`src/rtl/core/sm3_pkg.sv`:
```
`timescale 1ns / 1ps

package sm3_pkg;

  localparam logic [31:0] T_LOW    = 32'h79CC4519;
  localparam logic [31:0] T_HIGH   = 32'h7A879D8A;
  localparam logic [7:0]  PAD_BYTE = 8'h80;
  localparam int unsigned CNT_W    = 55;

  localparam logic [5:0] FILL_LAST = 6'd63;
  localparam logic [5:0] FILL_LEN  = 6'd56;

  typedef enum logic [2:0] {
    ST_IDLE,
    ST_APPEND,
    ST_PAD80,
    ST_PADZ,
    ST_LEN,
    ST_COMP,
    ST_FOLD,
    ST_OUT
  } sm3_state_e;

  typedef enum logic [3:0] {
    OP_NONE,
    OP_LOAD,
    OP_APPEND,
    OP_PAD80,
    OP_PADZ,
    OP_LEN,
    OP_ROUND,
    OP_FOLD,
    OP_EMIT
  } sm3_op_e;

  typedef struct packed {
    logic [5:0] fill;
    logic       rem_zero;
    logic       last;
    logic       round_last;
    logic       out_last;
  } sm3_status_t;

  function automatic logic [31:0] iv_word(input logic [2:0] idx);
    logic [31:0] r;
    unique case (idx)
      3'd0: r = 32'h7380166F;
      3'd1: r = 32'h4914B2B9;
      3'd2: r = 32'h172442D7;
      3'd3: r = 32'hDA8A0600;
      3'd4: r = 32'hA96F30BC;
      3'd5: r = 32'h163138AA;
      3'd6: r = 32'hE38DEE4D;
      default: r = 32'hB0FB0E4E;
    endcase
    return r;
  endfunction

  function automatic logic [31:0] rotl(input logic [31:0] x, input logic [4:0] n);
    logic [63:0] d;
    d = {x, x} << n;
    return d[63:32];
  endfunction

  function automatic logic [31:0] perm0(input logic [31:0] x);
    return x ^ rotl(x, 5'd9) ^ rotl(x, 5'd17);
  endfunction

  function automatic logic [31:0] perm1(input logic [31:0] x);
    return x ^ rotl(x, 5'd15) ^ rotl(x, 5'd23);
  endfunction

endpackage

```
`src/rtl/core/sm3_hash_engine.sv`:
```
`timescale 1ns / 1ps
// input: a word is taken only in idle; its valid bytes are then appended one at a time
// each full 64-byte block runs 64 rounds of one shared round unit and then a fold
// last word: padding runs one byte a cycle except while a block compresses, then
// eight digest words go out, one per handshake
// reset: asynchronous, active low; chaining value returns to the iv, counts clear

module sm3_hash_engine
  import sm3_pkg::*;
(
  input  logic        clk_i,
  input  logic        rst_ni,
  input  logic        in_valid_i,
  output logic        in_ready_o,
  input  logic [31:0] msg_word_i,
  input  logic [2:0]  valid_bytes_i,
  input  logic        last_word_i,
  output logic        out_valid_o,
  input  logic        out_ready_i,
  output logic [31:0] digest_word_o,
  output logic [2:0]  word_index_o,
  output logic        digest_done_o
);

  sm3_status_t status;
  sm3_op_e     op;

  sm3_ctrl u_ctrl (
    .clk_i       (clk_i),
    .rst_ni      (rst_ni),
    .in_valid_i  (in_valid_i),
    .in_ready_o  (in_ready_o),
    .out_valid_o (out_valid_o),
    .out_ready_i (out_ready_i),
    .status_i    (status),
    .op_o        (op)
  );

  sm3_dp u_dp (
    .clk_i         (clk_i),
    .rst_ni        (rst_ni),
    .op_i          (op),
    .msg_word_i    (msg_word_i),
    .valid_bytes_i (valid_bytes_i),
    .last_word_i   (last_word_i),
    .status_o      (status),
    .digest_word_o (digest_word_o),
    .word_index_o  (word_index_o)
  );

  assign digest_done_o = (word_index_o == 3'd7);

  a_no_overlap: assert property (@(posedge clk_i) disable iff (!rst_ni)
    !(in_ready_o && out_valid_o)) else $error("input and output open together");

  a_accept_busy: assert property (@(posedge clk_i) disable iff (!rst_ni)
    (in_valid_i && in_ready_o) |=> !in_ready_o) else $error("ready right after accept");

  a_done_idle: assert property (@(posedge clk_i) disable iff (!rst_ni)
    (out_valid_o && out_ready_i && digest_done_o) |=> (!out_valid_o && in_ready_o))
    else $error("digest did not close");

endmodule

```
`src/rtl/core/sm3_ctrl.sv`:
```
`timescale 1ns / 1ps

module sm3_ctrl
  import sm3_pkg::*;
(
  input  logic        clk_i,
  input  logic        rst_ni,
  input  logic        in_valid_i,
  output logic        in_ready_o,
  output logic        out_valid_o,
  input  logic        out_ready_i,
  input  sm3_status_t status_i,
  output sm3_op_e     op_o
);

  sm3_state_e state_q, state_d;
  sm3_state_e ret_q, ret_d;

  always_ff @(posedge clk_i or negedge rst_ni) begin
    if (!rst_ni) begin
      state_q <= ST_IDLE;
      ret_q   <= ST_IDLE;
    end else begin
      state_q <= state_d;
      ret_q   <= ret_d;
    end
  end

  always_comb begin
    state_d = state_q;
    ret_d   = ret_q;
    unique case (state_q)
      ST_IDLE: begin
        if (in_valid_i) state_d = ST_APPEND;
      end
      ST_APPEND: begin
        if (status_i.rem_zero) begin
          state_d = status_i.last ? ST_PAD80 : ST_IDLE;
        end else if (status_i.fill == FILL_LAST) begin
          state_d = ST_COMP;
          ret_d   = ST_APPEND;
        end
      end
      ST_PAD80: begin
        state_d = ST_PADZ;
        if (status_i.fill == FILL_LAST) begin
          state_d = ST_COMP;
          ret_d   = ST_PADZ;
        end
      end
      ST_PADZ: begin
        if (status_i.fill == FILL_LEN) begin
          state_d = ST_LEN;
        end else if (status_i.fill == FILL_LAST) begin
          state_d = ST_COMP;
          ret_d   = ST_PADZ;
        end
      end
      ST_LEN: begin
        if (status_i.fill == FILL_LAST) begin
          state_d = ST_COMP;
          ret_d   = ST_OUT;
        end
      end
      ST_COMP: begin
        if (status_i.round_last) state_d = ST_FOLD;
      end
      ST_FOLD: begin
        state_d = ret_q;
      end
      ST_OUT: begin
        if (out_ready_i && status_i.out_last) state_d = ST_IDLE;
      end
      default: state_d = ST_IDLE;
    endcase
  end

  always_comb begin
    in_ready_o  = 1'b0;
    out_valid_o = 1'b0;
    op_o        = OP_NONE;
    unique case (state_q)
      ST_IDLE: begin
        in_ready_o = 1'b1;
        if (in_valid_i) op_o = OP_LOAD;
      end
      ST_APPEND: begin
        if (!status_i.rem_zero) op_o = OP_APPEND;
      end
      ST_PAD80: op_o = OP_PAD80;
      ST_PADZ: begin
        if (status_i.fill != FILL_LEN) op_o = OP_PADZ;
      end
      ST_LEN:  op_o = OP_LEN;
      ST_COMP: op_o = OP_ROUND;
      ST_FOLD: op_o = OP_FOLD;
      ST_OUT: begin
        out_valid_o = 1'b1;
        if (out_ready_i) op_o = OP_EMIT;
      end
      default: op_o = OP_NONE;
    endcase
  end

endmodule

```
`src/rtl/core/sm3_dp.sv`:
```
`timescale 1ns / 1ps

module sm3_dp
  import sm3_pkg::*;
(
  input  logic        clk_i,
  input  logic        rst_ni,
  input  sm3_op_e     op_i,
  input  logic [31:0] msg_word_i,
  input  logic [2:0]  valid_bytes_i,
  input  logic        last_word_i,
  output sm3_status_t status_o,
  output logic [31:0] digest_word_o,
  output logic [2:0]  word_index_o
);

  logic [31:0] v_q [8];
  logic [31:0] w_q [16];
  logic [31:0] a_q, b_q, c_q, d_q, e_q, f_q, g_q, h_q;
  logic [5:0]  fill_q, j_q;
  logic [CNT_W-1:0] cnt_q;
  logic [63:0] len_q;
  logic [31:0] hold_q;
  logic [2:0]  rem_q;
  logic        last_q;
  logic [2:0]  idx_q;

  logic        wr_en;
  logic [7:0]  wr_byte;
  logic [3:0]  wr_idx;
  logic [1:0]  wr_lane;

  logic [31:0] tj, ff, gg, a12, ss1, ss2, tt1, tt2, w_new;

  always_comb begin
    wr_en   = 1'b0;
    wr_byte = 8'h00;
    unique case (op_i)
      OP_APPEND: begin wr_en = 1'b1; wr_byte = hold_q[31:24]; end
      OP_PAD80:  begin wr_en = 1'b1; wr_byte = PAD_BYTE;      end
      OP_PADZ:   begin wr_en = 1'b1; wr_byte = 8'h00;         end
      OP_LEN:    begin wr_en = 1'b1; wr_byte = len_q[63:56];  end
      default:   begin wr_en = 1'b0; wr_byte = 8'h00;         end
    endcase
  end

  assign wr_idx  = fill_q[5:2];
  assign wr_lane = 2'd3 - fill_q[1:0];

  always_comb begin
    tj  = rotl((j_q < 6'd16) ? T_LOW : T_HIGH, j_q[4:0]);
    ff  = (j_q < 6'd16) ? (a_q ^ b_q ^ c_q) : ((a_q & b_q) | (a_q & c_q) | (b_q & c_q));
    gg  = (j_q < 6'd16) ? (e_q ^ f_q ^ g_q) : ((e_q & f_q) | (~e_q & g_q));
    a12 = rotl(a_q, 5'd12);
    ss1 = rotl(a12 + e_q + tj, 5'd7);
    ss2 = ss1 ^ a12;
    tt1 = ff + d_q + ss2 + (w_q[0] ^ w_q[4]);
    tt2 = gg + h_q + ss1 + w_q[0];
    w_new = perm1(w_q[0] ^ w_q[7] ^ rotl(w_q[13], 5'd15))
            ^ rotl(w_q[3], 5'd7) ^ w_q[10];
  end

  // message window: byte writes while filling, shifts during rounds
  always_ff @(posedge clk_i) begin
    if (wr_en) begin
      w_q[wr_idx][wr_lane*8 +: 8] <= wr_byte;
    end else if (op_i == OP_ROUND) begin
      for (int i = 0; i < 15; i++) w_q[i] <= w_q[i+1];
      w_q[15] <= w_new;
    end
  end

  always_ff @(posedge clk_i) begin
    if (wr_en && fill_q == FILL_LAST) begin
      a_q <= v_q[0]; b_q <= v_q[1]; c_q <= v_q[2]; d_q <= v_q[3];
      e_q <= v_q[4]; f_q <= v_q[5]; g_q <= v_q[6]; h_q <= v_q[7];
    end else if (op_i == OP_ROUND) begin
      d_q <= c_q;
      c_q <= rotl(b_q, 5'd9);
      b_q <= a_q;
      a_q <= tt1;
      h_q <= g_q;
      g_q <= rotl(f_q, 5'd19);
      f_q <= e_q;
      e_q <= perm0(tt2);
    end
    if (op_i == OP_LOAD) hold_q <= msg_word_i;
    else if (op_i == OP_APPEND) hold_q <= {hold_q[23:0], 8'h00};
    if (op_i == OP_PAD80) len_q <= {cnt_q, fill_q, 3'b000};
    else if (op_i == OP_LEN) len_q <= {len_q[55:0], 8'h00};
  end

  always_ff @(posedge clk_i or negedge rst_ni) begin
    if (!rst_ni) begin
      for (int i = 0; i < 8; i++) v_q[i] <= iv_word(3'(i));
      fill_q <= '0;
      j_q    <= '0;
      cnt_q  <= '0;
      rem_q  <= '0;
      last_q <= 1'b0;
      idx_q  <= '0;
    end else begin
      if (wr_en) fill_q <= fill_q + 6'd1;
      if (wr_en && fill_q == FILL_LAST) j_q <= '0;
      else if (op_i == OP_ROUND) j_q <= j_q + 6'd1;
      if (op_i == OP_LOAD) begin
        rem_q  <= (valid_bytes_i > 3'd4) ? 3'd4 : valid_bytes_i;
        last_q <= last_word_i;
      end else if (op_i == OP_APPEND) begin
        rem_q <= rem_q - 3'd1;
      end
      if (op_i == OP_FOLD) begin
        v_q[0] <= v_q[0] ^ a_q; v_q[1] <= v_q[1] ^ b_q;
        v_q[2] <= v_q[2] ^ c_q; v_q[3] <= v_q[3] ^ d_q;
        v_q[4] <= v_q[4] ^ e_q; v_q[5] <= v_q[5] ^ f_q;
        v_q[6] <= v_q[6] ^ g_q; v_q[7] <= v_q[7] ^ h_q;
        cnt_q  <= cnt_q + CNT_W'(1);
      end
      if (op_i == OP_EMIT) begin
        idx_q <= idx_q + 3'd1;
        if (idx_q == 3'd7) begin
          for (int i = 0; i < 8; i++) v_q[i] <= iv_word(3'(i));
          fill_q <= '0;
          cnt_q  <= '0;
        end
      end
    end
  end

  assign status_o.fill       = fill_q;
  assign status_o.rem_zero   = (rem_q == 3'd0);
  assign status_o.last       = last_q;
  assign status_o.round_last = (j_q == 6'd63);
  assign status_o.out_last   = (idx_q == 3'd7);

  assign digest_word_o = v_q[idx_q];
  assign word_index_o  = idx_q;

endmodule
```
`config.mk`:
```
export PLATFORM = sky130hd
export DESIGN_NAME = sm3_hash_engine
export DESIGN_NICKNAME = d
export VERILOG_FILES = /design/src/rtl/core/sm3_pkg.sv /design/src/rtl/core/sm3_hash_engine.sv /design/src/rtl/core/sm3_ctrl.sv /design/src/rtl/core/sm3_dp.sv
export SDC_FILE = /design/constraint.sdc
export NUM_CORES = 2
export LEC_CHECK = 0
export BUFFER_PORTS_ARGS = -buffer_cell sky130_fd_sc_hd__clkbuf_2
export CORE_MARGIN = 4
export CORE_UTILIZATION = 40
export DETAILED_ROUTE_END_ITERATION = 16
export SLEW_MARGIN = 20
export SYNTH_ARGS = -nofsm -noshare
export SYNTH_HDL_FRONTEND = slang
export SYNTH_SLANG_ARGS = --single-unit
```
`constraint.sdc`:
```
create_clock -name clk_i -period 23.1 [get_ports clk_i]
set_clock_uncertainty 0.15 [all_clocks]
set_input_delay 4.62 -clock clk_i [delete_from_list [all_inputs] [get_ports clk_i]]
set_output_delay 4.62 -clock clk_i [all_outputs]
set_load 0.03 [all_outputs]
```
==> results by group <==
Route
  – Number of DRC markers after the initial detailed-route iteration: 4,316
  – Post-route DRC: 0
  – Wire length after detailed routing: between 200 and 250 mm
  – DR pass1 iterations: 6
  – DR vias: roughly 46,000
  – Number of vias per cell: 5.567
  – Post-route antenna net violation count: 0
  – Post-DR wirelength/cell: 25.76 um

Critical path
  – Crit Path Max Fanout: between 40 and 50
  – Critical register-to-register path endpoint: u_dp.a_q[31]
  – Setup crit start kind: flop
  – Master of the slowest instance on the critical path: sky130_fd_sc_hd__clkinv_2
  – Required time of the critical path: 23.41 ns
  – Worst Setup Path Type: flop to flop
  – Startpoint of the most critical register-to-register path: u_dp.j_q[4]
  – Reg2reg setup slack: between 10 and 15 ns
  – Biggest cell delay along the critical path: between 0.4 and 0.5 ns
  – Capturing element type of the critical path: flop
  – Worst reg2reg path depth: 40
  – Cell mode on critical path: sky130_fd_sc_hd__a21oi_1
  – Critical path data arrival time: 11.46 ns

STA
  – Fmax: roughly 90 MHz
  – Tightest slew margin relative to the limit: 0.2530
  – Share of the clock period used by the worst path: 0.4828
  – Min Tclk post-route: 11.15 ns
  – Finish-stage setup viols: 0
  – Sum of negative setup slack: 0 ns
  – Pins over their slew limit: 0
  – Final count of hold timing violations: 0
  – RSZ-0062 raised after global routing: no
  – Least-Margin Pin Slew: 1.109 ns

Synth
  – Main combinational cell family by area after synthesis: compound AO/OA/AOI/OAI gates
  – Number of synthesized flops with an enable pin: roughly 860
  – Prevailing post-synth register cell: sky130_fd_sc_hd__edfxtp_1
  – Synthesized instance count: approximately 6,000
  – Share of synthesized flip-flops with an asynchronous set or reset: 0.2807
  – Multiplexer share of the synthesized area: 0.05070
  – Post-Synth XOR/XNOR Area: 0.08303
  – Share of synthesized cell area in and, or, nand and nor gates: 0.1020
  – Post-synthesis compound-gate area fraction: 0.1332
  – Synth area leader: sky130_fd_sc_hd__edfxtp_1
  – Post-Syn Area per Cell: about 11 um2
  – Leading post-synthesis cells by instance count: 861 x sky130_fd_sc_hd__edfxtp_1, 825 x sky130_fd_sc_hd__nand2_1, 525 x sky130_fd_sc_hd__a21o_1
  – Post-synthesis cell area: about 0.066 mm2
  – Share of the synthesized area in the top cell type: 0.3889
  – Most repeated cell in the gate-level netlist after synthesis: sky130_fd_sc_hd__edfxtp_1
  – Post-synthesis net count: between 6,000 and 7,000
  – Adder-Cell Fraction of Synth Area: 0.07693
  – Synthesized flop and latch total: between 1,000 and 1,500
  – Count of yosys warnings during synthesis: 0
  – Number of distinct library cells after synthesis: 88
  – Part of the Yosys area used for sequential elements: 0.5176
  – Synth area leaders: sky130_fd_sc_hd__edfxtp_1 39%, sky130_fd_sc_hd__dfrtp_1 8.2%, sky130_fd_sc_hd__a21o_1 5.9%, sky130_fd_sc_hd__fa_1 5.7%, sky130_fd_sc_hd__dfstp_2 4.7%

Job
  – Number of maximum-capacitance violations: 0

CTS
  – Cell at the root of the clock tree: sky130_fd_sc_hd__clkbuf_16
  – TritonCTS clock tree: yes
  – Post-cts gate resize count: 0
  – Cts bufs inserted: 135
  – Clock network latency to the later pin of the worst-skew pair: between 0.7 and 0.8 ns
  – Number of buffers inserted to repair setup after CTS: 0
  – Maximum clock path buffer count: 3
  – Sink count of the clock tree: about 1,200
  – CTS H-tree depth: 4
  – Clock slew seen by the registers of the worst setup and hold paths: 0.06 ns
  – Hold bufs inserted after CTS: 0

Floorplan
  – Area enclosed by the die boundary: about 0.17 mm2
  – Std-Cell Rows: 149
  – Number of top-level pins: 78
  – Die boundary width: ~420 um
  – Floorplan Core Area: ~0.17 mm2
  – Initial core utilization: 0.4025
  – Overall die height: slightly above 400 um

Hold path
  – Worst min-delay path startpoint: u_ctrl.ret_q[0]
  – Hold path endpoint: u_ctrl.ret_q[0]
  – Count of cells along the worst hold path: 1
  – Worst Hold Class: flop to flop

Layout
  – Filler cells: between 15,000 and 20,000
  – Final core utilization: 0.4480
  – Synth-to-layout area growth: 11.30%
  – NumNets Final: between 6,000 and 7,000
  – Ratio of cells with drive above 1 in the final layout: 0.1225

Global route
  – Number of global-route vias before repair: around 45,000
  – Overflow left after global routing: 0
  – Largest net degree at the start of global routing: roughly 230
  – Initial antenna violation count: 13
  – Aggregate global-route resource usage: 0.2433
  – First-pass GRT wire length: slightly above 300 mm

Status
  – Outcome: complete, no violations

Place
  – Port-buffer cells: 77
  – Global placement routability congestion: approximately 0.97
  – Detail Placement HPWL: 156.9 mm
## cell families after synthesis
| kind of cell | after synthesis |
|---|---|
| simple gates | 1581 |
| mux | 242 |
| fa+ha+maj | 296 |
| compound gates | 1404 |
| xor+xnor | 622 |
| buf+inv | 642 |
| flops | 1197 |
## sequential cells by signal (all words and copies together) (netlist names), 3 cells and up
register and cells:
u_dp.c_q 32, u_dp.d_q 32, u_dp.j_q 6, u_dp.v_q 256, u_dp.w_q 512, u_dp.h_q 32, u_dp.b_q 32, u_dp.a_q 32
u_dp.hold_q 32, u_dp.cnt_q 55, u_ctrl.state_q 3, u_dp.fill_q 6, u_dp.word_index_o 3, u_dp.f_q 32, u_dp.e_q 32, u_dp.len_q 61
u_ctrl.ret_q 3, u_dp.g_q 32, u_dp.rem_q 3
## worst max-delay path: cells and delay by family (launching register included)
family	cells	cell delay, ns
AO/OA/AOI/OAI	18	4.12
flip-flops	1	0.36
XOR/XNOR	3	0.75
AND/OR/NAND/NOR	4	0.60
buffers and inverters	6	1.45
multiplexers	1	0.30
adder cells (fa/ha/maj)	8	3.08
## cells in the final DEF, fill, tap and decap left out, types with 11 or more instances in the layout
| master | count |
|---|---|
| sky130_fd_sc_hd__nand2b_1 | 14 |
| sky130_fd_sc_hd__clkinv_2 | 24 |
| sky130_fd_sc_hd__clkinv_1 | 16 |
| sky130_fd_sc_hd__dfstp_2 | 119 |
| sky130_fd_sc_hd__mux2i_1 | 60 |
| sky130_fd_sc_hd__clkbuf_16 | 140 |
| sky130_fd_sc_hd__xnor2_1 | 335 |
| sky130_fd_sc_hd__buf_4 | 108 |
| sky130_fd_sc_hd__a211oi_1 | 14 |
| sky130_fd_sc_hd__nand4_1 | 12 |
| sky130_fd_sc_hd__mux2_2 | 118 |
| sky130_fd_sc_hd__fa_1 | 188 |
| sky130_fd_sc_hd__nor2_1 | 364 |
| sky130_fd_sc_hd__bufinv_16 | 17 |
| sky130_fd_sc_hd__ha_1 | 108 |
| sky130_fd_sc_hd__nor3_1 | 51 |
| sky130_fd_sc_hd__o22ai_1 | 36 |
| sky130_fd_sc_hd__and3_1 | 162 |
| sky130_fd_sc_hd__o21ai_1 | 54 |
| sky130_fd_sc_hd__mux4_2 | 64 |
| sky130_fd_sc_hd__dfrtp_1 | 214 |
| sky130_fd_sc_hd__nand3_1 | 72 |
| sky130_fd_sc_hd__nor2b_1 | 17 |
| sky130_fd_sc_hd__a21oi_1 | 289 |
| sky130_fd_sc_hd__o211ai_1 | 16 |
| sky130_fd_sc_hd__a31oi_1 | 11 |
| sky130_fd_sc_hd__o21bai_1 | 14 |
| sky130_fd_sc_hd__clkbuf_2 | 76 |
| sky130_fd_sc_hd__nand2_1 | 823 |
| sky130_fd_sc_hd__o21a_1 | 13 |
| sky130_fd_sc_hd__o21ai_0 | 363 |
| sky130_fd_sc_hd__inv_1 | 309 |
| sky130_fd_sc_hd__a21o_1 | 525 |
| sky130_fd_sc_hd__xor2_1 | 280 |
| sky130_fd_sc_hd__edfxtp_1 | 861 |
| sky130_fd_sc_hd__and2_1 | 20 |
| sky130_fd_sc_hd__clkbuf_1 | 33 |
## worst max-delay path by stage
stage	from	endpoint	cells past startpoint
floorplan	u_dp.j_q[4]	u_dp.e_q[16]	41
global placement	u_dp.j_q[4]	u_dp.a_q[31]	40
detailed placement	u_dp.j_q[4]	u_dp.a_q[31]	40
CTS	u_dp.j_q[4]	u_dp.a_q[31]	40
global route	u_dp.j_q[4]	u_dp.a_q[31]	40
finish	u_dp.j_q[4]	u_dp.a_q[31]	40
## metal layers
metal | share of wire | track usage | vias up
met3 | 0.064 | 0.04303 | 346
li1 | - | - | 20840
met2 | 0.47 | 0.3886 | 1551
met5 | 0.00025 | 0 | -
met4 | 0.042 | 0.09031 | 8
met1 | 0.43 | 0.3328 | 23410
## stage by stage
| stage | worst slack [ns] | area, um2 | cells | hold WS, ns |
|---|---|---|---|---|
| 3_5_place_dp | 12.15 | 69330 | 8033 | 0.3233 |
| 6_report | 11.95 | 74000 | 8290 | 0.3432 |
| 2_1_floorplan | 14.01 | 66490 | 5984 | 0.2900 |
| 3_3_place_gp | 12.19 | 69320 | 8033 | 0.3174 |
| 4_1_cts | 12.12 | 73970 | 8285 | 0.3467 |
| 5_1_grt | 11.39 | 73990 | 8286 | 0.3764 |
## area by class of cell
cell class              count  area, um2  area share
flip-flops and latches   1197      34420      0.4651
clock inverters            74      943.4     0.01275
inverters                 314       1180     0.01594
multi-input cells        4145      29740      0.4019
clock buffers             178       3696     0.04995
repair buffers            188       1266     0.01711
well taps                2189       2739     0.03701
diodes                      5      12.51   0.0001691
Power is left out: the tool's default activity adds up to more than one toggle a clock period on the data nets, which glitch-free logic cannot reach.
